[config.mk]
export PLATFORM = sky130hd
export DESIGN_NAME = dle_stuffed_frame_receiver_unit_flat
export DESIGN_NICKNAME = d
export VERILOG_FILES = /design/src/rtl/dlefr_pkg.sv /design/src/rtl/dlefr_ifs.sv /design/src/rtl/dle_stuffed_frame_receiver_unit.sv /design/src/rtl/dlefr_front.sv /design/src/rtl/dlefr_back.sv /design/src/flat_wrapper.sv
export SDC_FILE = /design/constraint.sdc
export NUM_CORES = 1
export LEC_CHECK = 0
export BUFFER_PORTS_ARGS = -buffer_cell sky130_fd_sc_hd__buf_4
export CORE_ASPECT_RATIO = 0.7
export CORE_UTILIZATION = 30
export CTS_BUF_LIST = sky130_fd_sc_hd__clkbuf_8
export DETAILED_ROUTE_END_ITERATION = 10
export PLACE_DENSITY = 0.46
export SYNTH_ARGS = -nofsm -noshare
export SYNTH_HDL_FRONTEND = slang
export SYNTH_SLANG_ARGS = --single-unit
[constraint.sdc]
create_clock -name clk -period 2.8 [get_ports clk]
set_input_delay 0.14 -clock clk [delete_from_list [all_inputs] [get_ports clk]]
set_output_delay 0.14 -clock clk [all_outputs]
set_load 0.005 [all_outputs]
[src/rtl/dlefr_pkg.sv]
// ----------------------------------------------------------------------------
// dlefr_pkg
// shared types, symbols and sizes of the stx/etx/dle frame receiver
// ----------------------------------------------------------------------------
package dlefr_pkg;

  localparam int MAX_PAYLOAD = 64;
  localparam int CNT_W       = $clog2(MAX_PAYLOAD + 1);
  localparam int IDX_W       = $clog2(MAX_PAYLOAD);

  // fixed field widths of the channels
  localparam int FUNC_W      = 2;
  localparam int BYTE_W      = 8;
  localparam int RIDX_W      = 6;
  localparam int FLEN_W      = 7;

  // func codes
  localparam logic [FUNC_W-1:0] FUNC_LINE_BYTE = 2'd0;
  localparam logic [FUNC_W-1:0] FUNC_REARM     = 2'd1;
  localparam logic [FUNC_W-1:0] FUNC_READ      = 2'd2;

  // line symbols
  localparam logic [BYTE_W-1:0] SYM_STX = 8'h02;
  localparam logic [BYTE_W-1:0] SYM_ETX = 8'h03;
  localparam logic [BYTE_W-1:0] SYM_DLE = 8'h10;

  // classified command handed from front to back
  typedef enum logic [2:0] {
    CMD_BYTE_STX,
    CMD_BYTE_ETX,
    CMD_BYTE_DLE,
    CMD_BYTE_OTHER,
    CMD_REARM,
    CMD_READ,
    CMD_NOP
  } cmd_t;

  typedef struct packed {
    cmd_t              cmd;
    logic [BYTE_W-1:0] data;
    logic [RIDX_W-1:0] index;
  } q_entry_t;

  // queue depth between front and back
  localparam int QDEPTH = 2;
  localparam int QPTR_W = $clog2(QDEPTH);
  localparam int QCNT_W = $clog2(QDEPTH + 1);

endpackage

[src/rtl/dlefr_ifs.sv]
// ----------------------------------------------------------------------------
// dlefr channel interfaces
// valid/ready channels for input items and result items
// ----------------------------------------------------------------------------
interface dlefr_in_if;
  logic                              valid;
  logic                              ready;
  logic [dlefr_pkg::FUNC_W-1:0]      func;
  logic [dlefr_pkg::BYTE_W-1:0]      rx_byte;
  logic [dlefr_pkg::RIDX_W-1:0]      read_index;

  modport source (output valid, output func, output rx_byte, output read_index,
                  input ready);
  modport sink   (input valid, input func, input rx_byte, input read_index,
                  output ready);
endinterface

interface dlefr_out_if;
  logic                              valid;
  logic                              ready;
  logic                              frame_ready;
  logic [dlefr_pkg::FLEN_W-1:0]      frame_length;
  logic                              checksum_ok;
  logic [dlefr_pkg::BYTE_W-1:0]      read_data;

  modport source (output valid, output frame_ready, output frame_length,
                  output checksum_ok, output read_data, input ready);
  modport sink   (input valid, input frame_ready, input frame_length,
                  input checksum_ok, input read_data, output ready);
endinterface

[src/rtl/dle_stuffed_frame_receiver_unit.sv]
// ----------------------------------------------------------------------------
// dle_stuffed_frame_receiver_unit
// stx/etx/dle byte-stuffed frame receiver with payload store and sum check
// ----------------------------------------------------------------------------
//  channel  dir  payload                                            handshake
//  in_ch    in   func, rx_byte, read_index                          valid/ready
//  out_ch   out  frame_ready, frame_length, checksum_ok, read_data  valid/ready
//
//  one transaction per cycle sustained while out_ch is ready; each result passes
//  a queue slot, then the state update plus store read, before it leaves.
//  the store read port and the frame state update share the same execute cycle.
//  rst_n is synchronous; the payload store is not cleared.
//  a stalled output holds the result; input keeps flowing until the 2-entry
//  queue fills.
// ----------------------------------------------------------------------------
module dle_stuffed_frame_receiver_unit (
  input  logic       clk,
  input  logic       rst_n,
  dlefr_in_if.sink   in_ch,
  dlefr_out_if.source out_ch
);

  dlefr_pkg::q_entry_t q_entry;
  logic                q_valid;
  logic                q_ready;

  dlefr_front u_front (
    .clk     (clk),
    .rst_n   (rst_n),
    .in_ch   (in_ch),
    .q_entry (q_entry),
    .q_valid (q_valid),
    .q_ready (q_ready)
  );

  dlefr_back u_back (
    .clk     (clk),
    .rst_n   (rst_n),
    .q_entry (q_entry),
    .q_valid (q_valid),
    .q_ready (q_ready),
    .out_ch  (out_ch)
  );

endmodule

[src/rtl/dlefr_front.sv]
// ----------------------------------------------------------------------------
// dlefr_front
// accepts input transactions, classifies them and queues them for the back end
// ----------------------------------------------------------------------------
module dlefr_front (
  input  logic                clk,
  input  logic                rst_n,
  dlefr_in_if.sink            in_ch,
  output dlefr_pkg::q_entry_t q_entry,
  output logic                q_valid,
  input  logic                q_ready
);

  dlefr_pkg::q_entry_t               slot_r [dlefr_pkg::QDEPTH];
  logic [dlefr_pkg::QPTR_W-1:0]      wr_ptr_r, wr_ptr_nxt;
  logic [dlefr_pkg::QPTR_W-1:0]      rd_ptr_r, rd_ptr_nxt;
  logic [dlefr_pkg::QCNT_W-1:0]      cnt_r, cnt_nxt;
  dlefr_pkg::q_entry_t               cls;
  logic                              push, pop;

  // symbol class only; escape resolution is done in the back end
  always_comb begin
    cls.data  = in_ch.rx_byte;
    cls.index = in_ch.read_index;
    case (in_ch.func)
      dlefr_pkg::FUNC_LINE_BYTE: begin
        case (in_ch.rx_byte)
          dlefr_pkg::SYM_STX: cls.cmd = dlefr_pkg::CMD_BYTE_STX;
          dlefr_pkg::SYM_ETX: cls.cmd = dlefr_pkg::CMD_BYTE_ETX;
          dlefr_pkg::SYM_DLE: cls.cmd = dlefr_pkg::CMD_BYTE_DLE;
          default:            cls.cmd = dlefr_pkg::CMD_BYTE_OTHER;
        endcase
      end
      dlefr_pkg::FUNC_REARM: cls.cmd = dlefr_pkg::CMD_REARM;
      dlefr_pkg::FUNC_READ:  cls.cmd = dlefr_pkg::CMD_READ;
      default:               cls.cmd = dlefr_pkg::CMD_NOP;
    endcase
  end

  assign in_ch.ready = (cnt_r != dlefr_pkg::QCNT_W'(dlefr_pkg::QDEPTH));
  assign push        = in_ch.valid && in_ch.ready;
  assign q_valid     = (cnt_r != '0);
  assign pop         = q_valid && q_ready;
  assign q_entry     = slot_r[rd_ptr_r];

  always_comb begin
    wr_ptr_nxt = push ? wr_ptr_r + 1'b1 : wr_ptr_r;
    rd_ptr_nxt = pop  ? rd_ptr_r + 1'b1 : rd_ptr_r;
    cnt_nxt    = cnt_r;
    if (push && !pop) begin
      cnt_nxt = cnt_r + 1'b1;
    end else if (pop && !push) begin
      cnt_nxt = cnt_r - 1'b1;
    end
  end

  always_ff @(posedge clk) begin
    if (!rst_n) begin
      wr_ptr_r <= '0;
      rd_ptr_r <= '0;
      cnt_r    <= '0;
    end else begin
      wr_ptr_r <= wr_ptr_nxt;
      rd_ptr_r <= rd_ptr_nxt;
      cnt_r    <= cnt_nxt;
    end
  end

  always_ff @(posedge clk) begin
    if (push) begin
      slot_r[wr_ptr_r] <= cls;
    end
  end

  a_cnt_bound: assert property (@(posedge clk) disable iff (!rst_n)
    cnt_r <= dlefr_pkg::QCNT_W'(dlefr_pkg::QDEPTH))
    else $error("queue count beyond depth");

  a_cnt_track: assert property (@(posedge clk) disable iff (!rst_n)
    (push && !pop) |=> (cnt_r == $past(cnt_r) + 1'b1))
    else $error("queue count lost a push");

  a_head_hold: assert property (@(posedge clk) disable iff (!rst_n)
    (q_valid && !q_ready) |=> (q_valid && $stable(q_entry)))
    else $error("queue head changed while waiting");

endmodule

[src/rtl/dlefr_back.sv]
// ----------------------------------------------------------------------------
// dlefr_back
// frame state machine, payload store and registered result stage
// ----------------------------------------------------------------------------
module dlefr_back (
  input  logic                clk,
  input  logic                rst_n,
  input  dlefr_pkg::q_entry_t q_entry,
  input  logic                q_valid,
  output logic                q_ready,
  dlefr_out_if.source         out_ch
);

  logic [dlefr_pkg::BYTE_W-1:0] mem [dlefr_pkg::MAX_PAYLOAD];

  logic                          done_r, done_nxt;
  logic                          in_frame_r, in_frame_nxt;
  logic                          esc_r, esc_nxt;
  logic [dlefr_pkg::CNT_W-1:0]   cnt_r, cnt_nxt;
  logic [dlefr_pkg::BYTE_W-1:0]  sum_r, sum_nxt;
  logic [dlefr_pkg::BYTE_W-1:0]  last_r, last_nxt;
  logic [dlefr_pkg::CNT_W-1:0]   held_len_r, held_len_nxt;
  logic                          held_ok_r, held_ok_nxt;

  logic                          mem_we;
  logic                          exec;
  logic                          is_read;
  logic                          out_valid_r, out_valid_nxt;
  logic                          res_read_r;
  logic [dlefr_pkg::BYTE_W-1:0]  rd_q_r;
  logic                          is_line, etx_hit;

  assign q_ready = !out_valid_r || out_ch.ready;
  assign exec    = q_valid && q_ready;
  assign is_read = (q_entry.cmd == dlefr_pkg::CMD_READ) &&
                   (32'(q_entry.index) < dlefr_pkg::MAX_PAYLOAD);

  always_comb begin
    is_line = q_entry.cmd inside {dlefr_pkg::CMD_BYTE_STX, dlefr_pkg::CMD_BYTE_ETX,
                                  dlefr_pkg::CMD_BYTE_DLE, dlefr_pkg::CMD_BYTE_OTHER};
  end

  always_comb begin
    done_nxt     = done_r;
    in_frame_nxt = in_frame_r;
    esc_nxt      = esc_r;
    cnt_nxt      = cnt_r;
    sum_nxt      = sum_r;
    last_nxt     = last_r;
    held_len_nxt = held_len_r;
    held_ok_nxt  = held_ok_r;
    mem_we       = 1'b0;
    etx_hit      = 1'b0;
    if (is_line && !done_r) begin
      if (q_entry.cmd == dlefr_pkg::CMD_BYTE_STX && !esc_r) begin
        in_frame_nxt = 1'b1;
        cnt_nxt      = '0;
        sum_nxt      = '0;
      end else if (q_entry.cmd == dlefr_pkg::CMD_BYTE_ETX && !esc_r && in_frame_r) begin
        etx_hit      = 1'b1;
        in_frame_nxt = 1'b0;
        done_nxt     = 1'b1;
        held_len_nxt = cnt_r;
        // last_r always mirrors the newest stored byte
        held_ok_nxt  = (cnt_r != '0) && (sum_r == last_r);
        cnt_nxt      = '0;
      end else if (q_entry.cmd == dlefr_pkg::CMD_BYTE_DLE && !esc_r) begin
        esc_nxt = 1'b1;
      end else if (in_frame_r) begin
        esc_nxt = 1'b0;
        if (cnt_r < dlefr_pkg::CNT_W'(dlefr_pkg::MAX_PAYLOAD)) begin
          if (cnt_r != '0) begin
            sum_nxt = sum_r + last_r;
          end
          mem_we   = 1'b1;
          last_nxt = q_entry.data;
          cnt_nxt  = cnt_r + 1'b1;
        end else begin
          // overlong frame, drop it silently
          in_frame_nxt = 1'b0;
          cnt_nxt      = '0;
        end
      end else begin
        esc_nxt = 1'b0;
      end
    end else if (q_entry.cmd == dlefr_pkg::CMD_REARM) begin
      done_nxt = 1'b0;
      cnt_nxt  = '0;
    end
  end

  always_comb begin
    out_valid_nxt = out_valid_r;
    if (exec) begin
      out_valid_nxt = 1'b1;
    end else if (out_ch.ready) begin
      out_valid_nxt = 1'b0;
    end
  end

  always_ff @(posedge clk) begin
    if (!rst_n) begin
      done_r      <= 1'b0;
      in_frame_r  <= 1'b0;
      esc_r       <= 1'b0;
      cnt_r       <= '0;
      sum_r       <= '0;
      last_r      <= '0;
      held_len_r  <= '0;
      held_ok_r   <= 1'b0;
      out_valid_r <= 1'b0;
    end else begin
      out_valid_r <= out_valid_nxt;
      if (exec) begin
        done_r     <= done_nxt;
        in_frame_r <= in_frame_nxt;
        esc_r      <= esc_nxt;
        cnt_r      <= cnt_nxt;
        sum_r      <= sum_nxt;
        last_r     <= last_nxt;
        held_len_r <= held_len_nxt;
        held_ok_r  <= held_ok_nxt;
      end
    end
  end

  // payload store, registered read
  always_ff @(posedge clk) begin
    if (exec && mem_we) begin
      mem[cnt_r[dlefr_pkg::IDX_W-1:0]] <= q_entry.data;
    end
    if (exec) begin
      rd_q_r     <= mem[dlefr_pkg::IDX_W'(q_entry.index)];
      res_read_r <= is_read;
    end
  end

  // frame state after the last executed item is the result
  assign out_ch.valid        = out_valid_r;
  assign out_ch.frame_ready  = done_r;
  assign out_ch.frame_length = dlefr_pkg::FLEN_W'(held_len_r);
  assign out_ch.checksum_ok  = held_ok_r;
  assign out_ch.read_data    = res_read_r ? rd_q_r : '0;

  a_cnt_bound: assert property (@(posedge clk) disable iff (!rst_n)
    cnt_r <= dlefr_pkg::CNT_W'(dlefr_pkg::MAX_PAYLOAD))
    else $error("byte count beyond capacity");

  a_done_idle: assert property (@(posedge clk) disable iff (!rst_n)
    done_r |-> !in_frame_r)
    else $error("frame held while still receiving");

  a_etx_done: assert property (@(posedge clk) disable iff (!rst_n)
    (exec && etx_hit) |=> (done_r && cnt_r == '0))
    else $error("etx did not complete the frame");

  a_state_hold: assert property (@(posedge clk) disable iff (!rst_n)
    !exec |=> ($stable(done_r) && $stable(cnt_r) && $stable(held_len_r)))
    else $error("frame state moved without an executed item");

endmodule
[src/flat_wrapper.sv]
// flat-port wrapper written by rule: the top's interface ports become plain ports
module dle_stuffed_frame_receiver_unit_flat 
  (clk, rst_n, in_ch_valid, in_ch_func, in_ch_rx_byte, in_ch_read_index, in_ch_ready, out_ch_valid, out_ch_frame_ready, out_ch_frame_length, out_ch_checksum_ok, out_ch_read_data, out_ch_ready);
  dlefr_in_if in_ch_i ();
  dlefr_out_if out_ch_i ();
  input  logic clk;
  input  logic rst_n;
  input wire logic [$bits(in_ch_i.valid)-1:0] in_ch_valid;
  input wire logic [$bits(in_ch_i.func)-1:0] in_ch_func;
  input wire logic [$bits(in_ch_i.rx_byte)-1:0] in_ch_rx_byte;
  input wire logic [$bits(in_ch_i.read_index)-1:0] in_ch_read_index;
  output wire logic [$bits(in_ch_i.ready)-1:0] in_ch_ready;
  output wire logic [$bits(out_ch_i.valid)-1:0] out_ch_valid;
  output wire logic [$bits(out_ch_i.frame_ready)-1:0] out_ch_frame_ready;
  output wire logic [$bits(out_ch_i.frame_length)-1:0] out_ch_frame_length;
  output wire logic [$bits(out_ch_i.checksum_ok)-1:0] out_ch_checksum_ok;
  output wire logic [$bits(out_ch_i.read_data)-1:0] out_ch_read_data;
  input wire logic [$bits(out_ch_i.ready)-1:0] out_ch_ready;
  assign in_ch_i.valid = in_ch_valid;
  assign in_ch_i.func = in_ch_func;
  assign in_ch_i.rx_byte = in_ch_rx_byte;
  assign in_ch_i.read_index = in_ch_read_index;
  assign in_ch_ready = in_ch_i.ready;
  assign out_ch_valid = out_ch_i.valid;
  assign out_ch_frame_ready = out_ch_i.frame_ready;
  assign out_ch_frame_length = out_ch_i.frame_length;
  assign out_ch_checksum_ok = out_ch_i.checksum_ok;
  assign out_ch_read_data = out_ch_i.read_data;
  assign out_ch_i.ready = out_ch_ready;
  dle_stuffed_frame_receiver_unit u_core (.clk(clk), .rst_n(rst_n), .in_ch(in_ch_i), .out_ch(out_ch_i));
endmodule
Yosys cells after proc, flatten, opt, wreduce, memory -nomap -nowiden

Memories as Yosys holds them, arrays and structs flattened. A register that Yosys moved wholly into a read port is not among the register bits.
Index checks and enable logic that the tools add are counted.

Flip-flop bits (word level): 40
Bits in latches: 0
RAM bits: 546
Memory bits (read-only): 0
Bits of input ports: 20
Output and inout port bits: 19
Logic and storage cells: 119
Memories kept: 2

Add/sub/neg operators: 6
Multiply operators: 0
Div/mod/pow operators: 0
Order comparisons: 1
Eq/ne operators: 19
Shift operators: 0
Muxes and demuxes: 40
Bitwise logic cells: 3
Reduce and logical (&&, ||, !) cells: 35

Memory list:

| name                  | depth | bits a word | read ports | clocked after memory_dff | wr ports | RTL line          | source |
|---|---|---|---|---|---|---|---|
| u_core.u_back.mem     | 64    | 8           | 1          | 1                        | 1        | dlefr_back.sv:14  | `logic [dlefr_pkg::BYTE_W-1:0] mem [dlefr_pkg::MAX_PAYLOAD];` |
| u_core.u_front.slot_r | 2     | 17          | 1          | 1                        | 1        | dlefr_front.sv:14 | `dlefr_pkg::q_entry_t slot_r [dlefr_pkg::QDEPTH];` |

Operators by type and width:

| kind                                                   | number |
|---|---|
| 2-to-1 mux 8 bit                                       | 7 |
| 2-to-1 mux 7 bit                                       | 7 |
| 2-to-1 mux 1 bit                                       | 22 |
| equality test 8 x 2 -> 1 bit (second input constant)   | 2 |
| AND reduction 4 bit                                    | 4 |
| AND reduction 7 bit                                    | 2 |
| nonzero test 2 bit                                     | 7 |
| logical AND 1 bit                                      | 11 |
| one-hot mux 3 bit (3 select lines)                     | 1 |
| adder 8 bit                                            | 1 |
| equality test 8 x 5 -> 1 bit (second input constant)   | 1 |
| equality test 8 bit                                    | 1 |
| inequality test 2 bit (second input constant)          | 4 |
| adder 7 x 1 -> 7 bit (second input constant)           | 1 |
| less-than comparator 7 bit (second input constant)     | 1 |
| nonzero test 7 bit                                     | 1 |
| equality test 3 x 2 -> 1 bit (second input constant)   | 2 |
| equality test 3 bit (second input constant)            | 2 |
| one-hot mux 2 bit (3 select lines)                     | 1 |
| zero test 1 bit                                        | 5 |
| 2-to-1 mux 2 bit                                       | 2 |
| inequality test 4 x 2 -> 1 bit (second input constant) | 1 |
| inequality test 4 bit (second input constant)          | 1 |
| nonzero test 4 bit                                     | 1 |
| other kinds (13)                                       | 16 |

Logic depth before layout (Yosys ltp)

Gate-level depths: netlist of the first run.

Depth after elaboration: 10
Mapped depth: 12

By module

A second synthesis of the first run with hierarchy kept.

Cell total of the unflattened synthesis: 1,233
Area, all modules: 23,696.5 um^2

By module, submodules not included:

| module      | times used | cells each | area each (um^2) | seq. area each (um^2) |
|---|---|---|---|---|
| dlefr_back  | 1          | 1,141      | 22,135.0         | 16,345.7 |
| dlefr_front | 1          | 92         | 1,561.5          | 1,121.1 |

Worst setup path before layout of the first run

No wires, ideal clock.

Path kind: register -> register
Start point: memory u_core.u_front.slot_r[1][16] in the netlist's numbering
End point: memory u_core.u_back.mem[57][0] in the netlist's numbering, enable pin
Library setup time: 0.371 ns
Arrival time: 2.205 ns
Required time: 2.429 ns
Slack: 0.225 ns
Stages on the path, launching flop included: 8
Path buffers: 1
Clock period less this slack: 2.575 ns
Cells stage by stage: edfxtp_1 > mux2_2 > nor4_4 > nand2b_2 > nor3_4 > buf_6 > nand3_2 > nor2_1

RTL lines:

| what               | RTL line |
|---|---|
| start: declaration | dlefr_front.sv:14 |
| end: declaration   | dlefr_back.sv:14 |

==> flow_summary.yaml, run 1 <==
die:
  initial_core_util_pct: 30.3
  rows: 92
  die_h_um: 254
  core_area_sq_um: 90000
  die_area_sq_um: 92000
  io_pins: 39
  fp.dieW_um: 362
sta:
  timing.setup.tns_ns: -0.0198
  finClkSkew_ns: 0.0377
  max_freq_mhz: 355
  fin_crit_sh_pct: 101
  relSlewSlack_pct: 28.5
  setup_viol: 1
  worstMarginPinSlew_ns: 1.07
  hold_viol_final: 0
  fin_crit_ns: 2.82
  maxSlewViolCount: 0
  fin_ws_ns: -0.0198
drt:
  drt-total-wl_um: 94500
  viasPerCell: 5.33
  ant_nets: 0
  drc_errors: 0
  dr.pass1.iters: 5
  drt-initial-drc-count: 2258
  vias: 20747
  wl_per_cell_um: 24.3
run:
  drv_cap: 0
logic_synthesis:
  ys_top_cells_by_area: "edfxtp_1 61%, a21oi_1 7.4%, nand2b_1 5.8%, a22oi_1 3.6%, nor2_1 3.3%"
  ys_types: 73
  ys_seq_area_share_pct: 64.1
  avgSynthCellArea_sq_um: 11.8
  yosysTopAreaCellShare_pct: 61.2
  synth.most_common_cell: "edfxtp_1"
  async_flop_share_pct: 0
  synth_flop_cell: "edfxtp_1"
  yosys_warnings: 0
  synth.ff_latch_count: 595
  syn_nets: 2336
  synth_cells: 2303
  yosysTopAreaCell: "edfxtp_1"
  ys_top_cells_by_count: "555 x edfxtp_1, 404 x a21oi_1, 253 x nand2b_1"
  synth_edf_count: 555
  syn-cell-area_sq_um: 27200
critical_path:
  slowest_delay_ns: 0.62
  rrSetupSlack_ns: -0.02
  crit_path_start_kind: "register"
  crit_fanout: 13
  cp_data_arrival_time_ns: 3.42
  cp.depth: 10
  r2r_cells: 10
  criticalPathCategory: "reg -> reg"
  crit_chain: "buf_4 > buf_4 > inv_6 > clkbuf_16 > a21oi_1 > nor2_1 > a21oi_1 > nor3_1 > or4_4 > and3_1"
  critPathBufInv: 4
  critPathRequiredTime_ns: 3.40
  cpMaxStageDelayCell: "nor3_1"
  cp-end-kind: "register"
  crit_family: "simple AND/OR/NAND/NOR gates"
clocking:
  clock_latency_ns: 0.72
  clock-root-buffer: "clkbuf_8"
  cts_tree: "yes"
  clkTransAtPathRegs_ns: 0.06
  numCtsBuffers: 96
  cts.sinks: 595
  h-tree-depth: 3
  cts_buffer_depth: 3
power_and_ir_drop:
  pwr-share-clk_pct: 27.1
  p_switching_mw: 9.19
  p_comb_share_pct: 32.2
  p_per_area_nw_per_um2: 790
  seqPwrFrac_pct: 40.7
  leakage_nw: 11.3
  internal-power_mw: 17.2
  power_mw: 26.4
  switching_share_pct: 34.8
  ir_worst_vdd_mv: 0.460
finish:
  drive_above_1_share_pct: 19.5
  final_nets: 2629
  synthToLayoutAreaGrowth_pct: 22.7
  utilization_pct: 37.1
  finalInstanceArea_sq_um: 33400
  fillers: 8857
placed_design:
  io_buffers: 38
  place.gp.congestion: 0.828
  place_ws_ns: -0.374
  dpl-instance-area_sq_um: 30900
  dpl.hpwl_um: 58000
hold_path:
  hold_class: "in -> reg"
  hold_depth: 2
grt:
  antenna_found_initial: 3
  grt_overflow: 0
  grt_pass1_vias: 19760
  track_usage_pct: 19.4
  grt_pass1_wl_um: 132000
  grt_max_degree: 79
status:
  violations: "setup timing"
  run_status: "finished with violations"
## routing by layer
metal  up-vias  part of all wire (%)  track usage, %
li1       9322                     -               -
met5         -                 0.014               0
met4         2                   1.8            4.70
met1     10454                    49            29.8
met2       845                    41            27.0
met3       124                   9.1            4.73
## layout make-up
cell class	instances	area [sq um]	share of cell area, %
tap	1222	1530	4.58
inverter	18	77.6	0.232
clock inverter	73	358	1.07
sequential	595	17500	52.3
timing repair buffer	342	3380	10.1
multi-input combinational	1543	9200	27.5
antenna	1	2.50	0.00749
clock buffer	101	1390	4.16
## cells by family after synthesis
kind of cell	synth area share (%)
adder cells (fa/ha/maj)	0.625
XOR/XNOR	0.482
flip-flops	64.1
buffers and inverters	2.82
AND/OR/NAND/NOR	14.2
AO/OA/AOI/OAI	16.6
multiplexers	1.14
## registers in the layout, summed over array words and instances (netlist names), 2 cells and up, named ones only
register and cells:
u_core.u_back.cnt_r 7, u_core.u_back.mem 512, u_core.u_front.cnt_r 2, u_core.u_back.rd_q_r 8, u_core.u_front.slot_r 34, u_core.u_back.sum_r 8, u_core.u_back.last_r 8, u_core.u_back.out_ch.frame_length 7
## through the flow
stage,hold WS (ns),cells
2_1_floorplan,0.239,2303
3_3_place_gp,0.331,3682
3_5_place_dp,0.331,3682
4_1_cts,0.100,3877
5_1_grt,0.123,3895
6_report,0.162,3895
## placed cells by master (no fill, tap or decap), types with 50 or more instances in the layout
master and n:
a22oi_1 128, nand2b_1 251, o22ai_1 109, o21ai_0 72
edfxtp_1 555, nor2_1 237, inv_1 50, buf_4 266
nor3_1 56, clkbuf_8 101, a21oi_1 392
## worst register-to-register path, delay by kind of cell (launching register included)
| kind | cells | cell delay (ns) |
|---|---|---|
| buffers and inverters | 4 | 0.80 |
| AOI/OAI and AO/OA | 2 | 0.19 |
| DFF | 1 | 0.54 |
| and+or+nand+nor | 4 | 1.21 |
## final timing paths
check                                  to                         from
max               u_core.u_back.rd_q_r[2]  u_core.u_front.slot_r[1][0]
min          u_core.u_front.slot_r[1][13]             in_ch_rx_byte[7]
max reg2reg       u_core.u_back.rd_q_r[2]  u_core.u_front.slot_r[1][0]
min reg2reg        u_core.u_back.sum_r[6]       u_core.u_back.sum_r[6]
## power by group through the flow
stage / sequential [mW] / clock, mW / combinational, mW
floorplan: 10.8 / 0 / 4.30
global placement: 10.9 / 0 / 7.88
detailed placement: 10.9 / 0 / 7.93
CTS: 10.7 / 7.28 / 8.01
global route: 10.8 / 7.67 / 9.06
finish: 10.8 / 7.14 / 8.50
## timing repair
item                       in CTS  in global routing
setup endpoints to repair       8                 10
pin swaps                       1                 13
hold buffers                   20                  0
setup buffers                   1                  7
cloned                          0                 11
hold endpoints to repair       69                  0
gates resized for setup        11                 55
(Power assumes the default switching activity.)
==> run 2: changes to the inputs <==
--- a/config.mk
+++ b/config.mk
@@ -7,8 +7,8 @@
 export LEC_CHECK = 0
 export BUFFER_PORTS_ARGS = -buffer_cell sky130_fd_sc_hd__buf_4
 export CORE_ASPECT_RATIO = 0.7
+export CORE_MARGIN = 2
 export CORE_UTILIZATION = 30
-export CTS_BUF_LIST = sky130_fd_sc_hd__clkbuf_8
 export DETAILED_ROUTE_END_ITERATION = 10
 export PLACE_DENSITY = 0.46
 export SYNTH_ARGS = -nofsm -noshare
==> constraint.sdc (replaced) <==
create_clock -name clk -period 2.7 [get_ports clk]
set_input_delay 0.135 -clock clk [delete_from_list [all_inputs] [get_ports clk]]
set_output_delay 0.135 -clock clk [all_outputs]
set_load 0.005 [all_outputs]
==> run 2 against run 1 <==
The run now ends clean. Cell area up 0.75%. Critical path depth up 1. Combinational power up 4.4%. Clock power up 17%. Worst hold slack better by 0.074 ns. Global-route usage down 0.54 points. Via count down 1.7%. Worst setup slack better by 0.064 ns. Largest power group unchanged. Highest routed layer is now met4.
==> flow_summary.yaml, run 2 (synthesis results as in run 1) <==
status:
  run_status: "completed"
grt:
  track_usage_pct: 18.9
  grt_max_degree: 66
  grt_pass1_vias: 19257
  grt_overflow: 0
  grt_pass1_wl_um: 131000
  antenna_found_initial: 3
finish:
  largest_register_ff_count: 512
  layout_common_cells: "555 x edfxtp_1, 400 x a21oi_1, 272 x buf_4"
  finalInstanceArea_sq_um: 33700
  final_nets: 2595
  synthToLayoutAreaGrowth_pct: 23.6
  mostFrequentLayoutCell: "edfxtp_1"
  drive_above_1_share_pct: 20.1
critical_path:
  cp_data_arrival_time_ns: 3.07
  slowest_delay_ns: 0.57
  crit_chain: "buf_12 > buf_8 > nand2_2 > o21ai_4 > buf_4 > bufbuf_16 > a21oi_1 > o31ai_1 > buf_4 > or4_4 > and3_1"
  rrSetupSlack_ns: 0.04
  criticalPathCategory: "reg -> reg"
  crit_fanout: 15
  critPathBufInv: 5
  cp-end-kind: "register"
  cpMaxStageDelayCell: "or4_4"
  critPathRequiredTime_ns: 3.11
  crit_path_start_kind: "register"
  r2r_cells: 11
  reg2reg_to: "u_core.u_back.rd_q_r[3]"
  crit_family: "buffers and inverters"
  crit_top_cell: "buf_4"
drt:
  dr.pass1.iters: 5
  viasPerCell: 5.32
  drc_errors: 0
  vias: 20393
  ant_nets: 0
  drt-total-wl_um: 90400
  wl_per_cell_um: 23.6
  drt-initial-drc-count: 2098
placed_design:
  dpl-instance-area_sq_um: 31000
  place.gp.congestion: 0.862
  dpl.hpwl_um: 58700
  io_buffers: 38
hold_path:
  hold_class: "in -> reg"
  holdPathEnd: "u_core.u_front.slot_r[0][8]"
  hold_start: "in_ch_rx_byte[2]"
  hold_depth: 2
die:
  die_h_um: 256
  core_area_sq_um: 90000
  io_pins: 39
  initial_core_util_pct: 30.3
  fp.dieW_um: 364
  rows: 92
  die_area_sq_um: 93300
clocking:
  numCtsBuffers: 60
  clock-root-buffer: "clkbuf_16"
  cts_tree: "yes"
  h-tree-depth: 2
  cts.sinks: 595
  clkTransAtPathRegs_ns: 0.07
  clock_latency_ns: 0.65
  cts_buffer_depth: 3
sta:
  setup_viol: 0
  worstMarginPinSlew_ns: 1.06
  fin_crit_ns: 2.66
  relSlewSlack_pct: 29.5
  max_freq_mhz: 377
  timing.setup.tns_ns: 0
  hold_viol_final: 0
  fin_crit_sh_pct: 98.4
  finClkSkew_ns: 0.0301
  maxSlewViolCount: 0
  rsz0062_at_grt: "true"
power_and_ir_drop:
  leakage_nw: 11.2
  p_per_area_nw_per_um2: 843
  ir_worst_vdd_mv: 0.488
  power_mw: 28.4
run:
  drv_cap: 0
==> run 2: routing by layer <==
layer | share of wire [%] | vias to the layer above | GRT usage (%)
li1 | - | 9247 | -
met1 | 49 | 10255 | 29.5
met2 | 41 | 805 | 26.1
met3 | 8.9 | 86 | 4.42
met4 | 1.7 | 0 | 4.11
met5 | 0 | - | 0
==> run 2: worst max path at each step <==
stage                                     to                    startpoint  slack (ns)  cells after the start
floorplan           u_core.u_back.mem[57][0]  u_core.u_front.slot_r[1][16]        0.12                      7
global placement     u_core.u_back.rd_q_r[0]                      register       -0.60                     12
detailed placement   u_core.u_back.rd_q_r[0]                      register       -0.64                     12
CTS                  u_core.u_back.rd_q_r[2]                      register       0.002                     12
global route         u_core.u_back.rd_q_r[3]                      register       -0.02                     11
finish               u_core.u_back.rd_q_r[3]                      register        0.04                     11
==> run 2: power breakdown <==
group	internal, mW	switching (mW)
logic	3.34	5.52
registers	11.0	0.152
clock network	4.69	3.70
total	19.0	9.37
==> run 2: per-stage QoR <==
step	cells	hold WS (ns)	setup slack [ns]	util, %
5_1_grt	3835	0.229	-0.0240	37.4
6_report	3835	0.236	0.0441	37.4
4_1_cts	3830	0.189	0.00213	37.1
2_1_floorplan	2303	0.234	0.125	-
3_3_place_gp	3691	0.326	-0.598	34.4
3_5_place_dp	3691	0.329	-0.636	34.4
==> run 2: worst reg2reg max path, delay by kind of cell (launching register included) <==
kind,cells,cell delay [ns]
AOI/OAI and AO/OA,3,0.33
buffers and inverters,5,0.91
DFF,1,0.38
and+or+nand+nor,3,0.81
==> run 2: layout make-up <==
cell class | count | area, sq um
diodes | 1 | 2.50
well taps | 1222 | 1530
inverters | 18 | 72.6
flip-flops and latches | 595 | 17500
clock buffers | 75 | 1580
clock inverters | 37 | 322
repair buffers | 344 | 3260
fillers | 8732 | 56400
multi-input cells | 1543 | 9430
==> run 2: repair_timing <==
action                                  CTS  global route
setup buffers                             6             3
hold buffers                             20             0
gates cloned                              1             1
endpoints found under the hold margin    69             0
endpoints found under the setup margin   72           168
resized for setup                        55            71
pin swaps                                11            19
==> run 3: changes to the inputs <==
--- a/config.mk
+++ b/config.mk
@@ -9,6 +9,7 @@
 export CORE_ASPECT_RATIO = 0.7
 export CORE_MARGIN = 2
 export CORE_UTILIZATION = 30
+export CTS_CLUSTER_DIAMETER = 50
 export DETAILED_ROUTE_END_ITERATION = 10
 export PLACE_DENSITY = 0.46
 export SYNTH_ARGS = -nofsm -noshare
==> constraint.sdc (replaced) <==
create_clock -name clk -period 2.7 [get_ports clk]
set_input_delay 0.27 -clock clk [delete_from_list [all_inputs] [get_ports clk]]
set_output_delay 0.27 -clock clk [all_outputs]
set_load 0.005 [all_outputs]
==> run 3 against run 2 <==
Cell area increased by 0.12%. The flow now finishes with violations (setup timing). First-iteration DRC count increased by 5.1%. Largest cell class unchanged. Final cell count decreased by 0.21%. Routed wire length about the same. Critical endpoint is now u_core.u_back.rd_q_r[4]. Utilization about the same. Global-route usage increased by 0.083 points. Register-to-register slack got worse by 0.05 ns. Via count increased by 0.37%. Sequential share of layout area decreased by 0.062 points.
==> flow_summary.yaml, run 3 (synthesis results as in run 1) <==
die:
  io_pins: 39
  rows: 92
  die_area_sq_um: 93300
  die_h_um: 256
  initial_core_util_pct: 30.3
  core_area_sq_um: 90000
  fp.dieW_um: 364
finish:
  mostFrequentLayoutCell: "edfxtp_1"
  largest_register_ff_count: 512
  final_nets: 2595
  utilization_pct: 37.4
  stdcell_count: 3827
  multi_input_area_sq_um: 9370
  synthToLayoutAreaGrowth_pct: 23.7
  finalInstanceArea_sq_um: 33700
  fillers: 8720
  drive_above_1_share_pct: 20.0
  seqCellArea_sq_um: 17500
  layout_common_cells: "555 x edfxtp_1, 400 x a21oi_1, 269 x buf_4"
clocking:
  cts.sinks: 595
  cts_tree: "yes"
  numCtsBuffers: 67
  clkTransAtPathRegs_ns: 0.06
  cts_buffer_depth: 3
  h-tree-depth: 3
  clock-root-buffer: "clkbuf_16"
  clock_latency_ns: 0.62
placed_design:
  place_ws_ns: -0.636
  dpl.hpwl_um: 58700
  dpl-instance-area_sq_um: 31000
  io_buffers: 38
  dp.cells: 3691
  place.gp.congestion: 0.862
status:
  run_status: "finished with violations"
  violations: "setup timing"
power_and_ir_drop:
  p_per_area_nw_per_um2: 853
  ir_worst_vdd_mv: 0.475
  leakage_nw: 11.2
critical_path:
  criticalPathCategory: "reg -> reg"
  rrSetupSlack_ns: -0.009
  cp.depth: 10
  slowest_delay_ns: 0.56
  crit_fanout: 18
  cp_data_arrival_time_ns: 3.08
  cp-end-kind: "register"
  cpMaxStageDelayCell: "or4_1"
  r2r_cells: 10
  crit_family: "simple AND/OR/NAND/NOR gates"
  reg2reg_to: "u_core.u_back.rd_q_r[4]"
  crit_path_start_kind: "register"
  crit_top_cell: "buf_12"
  critPathBufInv: 3
  critPathRequiredTime_ns: 3.07
  crit_chain: "buf_12 > or2_2 > buf_12 > buf_4 > a21oi_1 > nor2_1 > o22ai_1 > nor3_2 > or4_1 > and3_1"
drt:
  drt-total-wl_um: 90400
  dr.pass1.iters: 5
  wl_per_cell_um: 23.6
  vias: 20468
  drc_errors: 0
  viasPerCell: 5.35
  ant_nets: 0
  drt-initial-drc-count: 2206
sta:
  max_freq_mhz: 369
  fin_ws_ns: -0.00865
  worstMarginPinSlew_ns: 1.07
  rsz0062_at_grt: "true"
  fin_crit_ns: 2.71
  hold_viol_final: 0
  setup_viol: 1
  maxSlewViolCount: 0
  timing.setup.tns_ns: -0.00865
  finClkSkew_ns: 0.0176
  relSlewSlack_pct: 28.8
  fin_crit_sh_pct: 100
hold_path:
  hold_depth: 2
  holdPathEnd: "u_core.u_back.out_ch.valid"
  hold_start: "rst_n"
  hold_class: "in -> reg"
grt:
  antenna_found_initial: 3
  grt_pass1_vias: 19270
  gr-usage-met1_pct: 29.3
  grt_max_degree: 66
  grt_overflow: 0
  grt_use_met2_pct: 26.0
  grt_busiest_layer: "met1"
  grt_util_met3_pct: 4.85
  track_usage_pct: 19.0
  grt_pass1_wl_um: 131000
run:
  drv_cap: 0
-- run 3: report_power, final --
group	internal [mW]	switching, mW	leakage, nW
Clock	5.06	3.73	0.999
Sequential	11.0	0.155	5.33
Combinational	3.31	5.50	4.91
-- run 3: routing by layer --
layer / routed length [um] / up-vias
li1: - / 9249
met1: 43900 / 10316
met2: 36700 / 808
met3: 8080 / 95
met4: 1790 / 0
met5: 0 / -
-- run 3: timing repair --
item | CTS | global route
cloned | 1 | 1
pin swaps | 13 | 14
hold endpoints to repair | 30 | 0
buffers inserted | 4 | 3
hold buffers | 15 | 0
resized for setup | 54 | 52
setup endpoints to repair | 72 | 159
-- run 3: worst max-delay path by stage --
stage / startpoint / slack, ns / endpoint
after detailed placement: register / -0.64 / u_core.u_back.rd_q_r[0]
after global routing: register / -0.13 / u_core.u_back.rd_q_r[4]
after floorplan: u_core.u_front.slot_r[1][16] / 0.12 / u_core.u_back.mem[57][0]
after CTS: register / 0.002 / u_core.u_back.rd_q_r[4]
after global placement: register / -0.60 / u_core.u_back.rd_q_r[0]
final: register / -0.009 / u_core.u_back.rd_q_r[4]
-- run 3: final cells by class --
type	instances	area share, %
repair buffers	337	9.54
clock buffers	80	5.40
diodes	1	0.00743
clock inverters	31	0.661
well taps	1222	4.54
flip-flops and latches	595	51.8
multi-input cells	1543	27.8
inverters	18	0.215
-- run 3: per-stage QoR --
step,power [mW],hold slack (ns)
after floorplan,15.7,0.369
after global placement,19.5,0.461
after detailed placement,19.6,0.464
after CTS,28.7,0.0511
after global routing,30.0,0.0888
final,28.7,0.0755
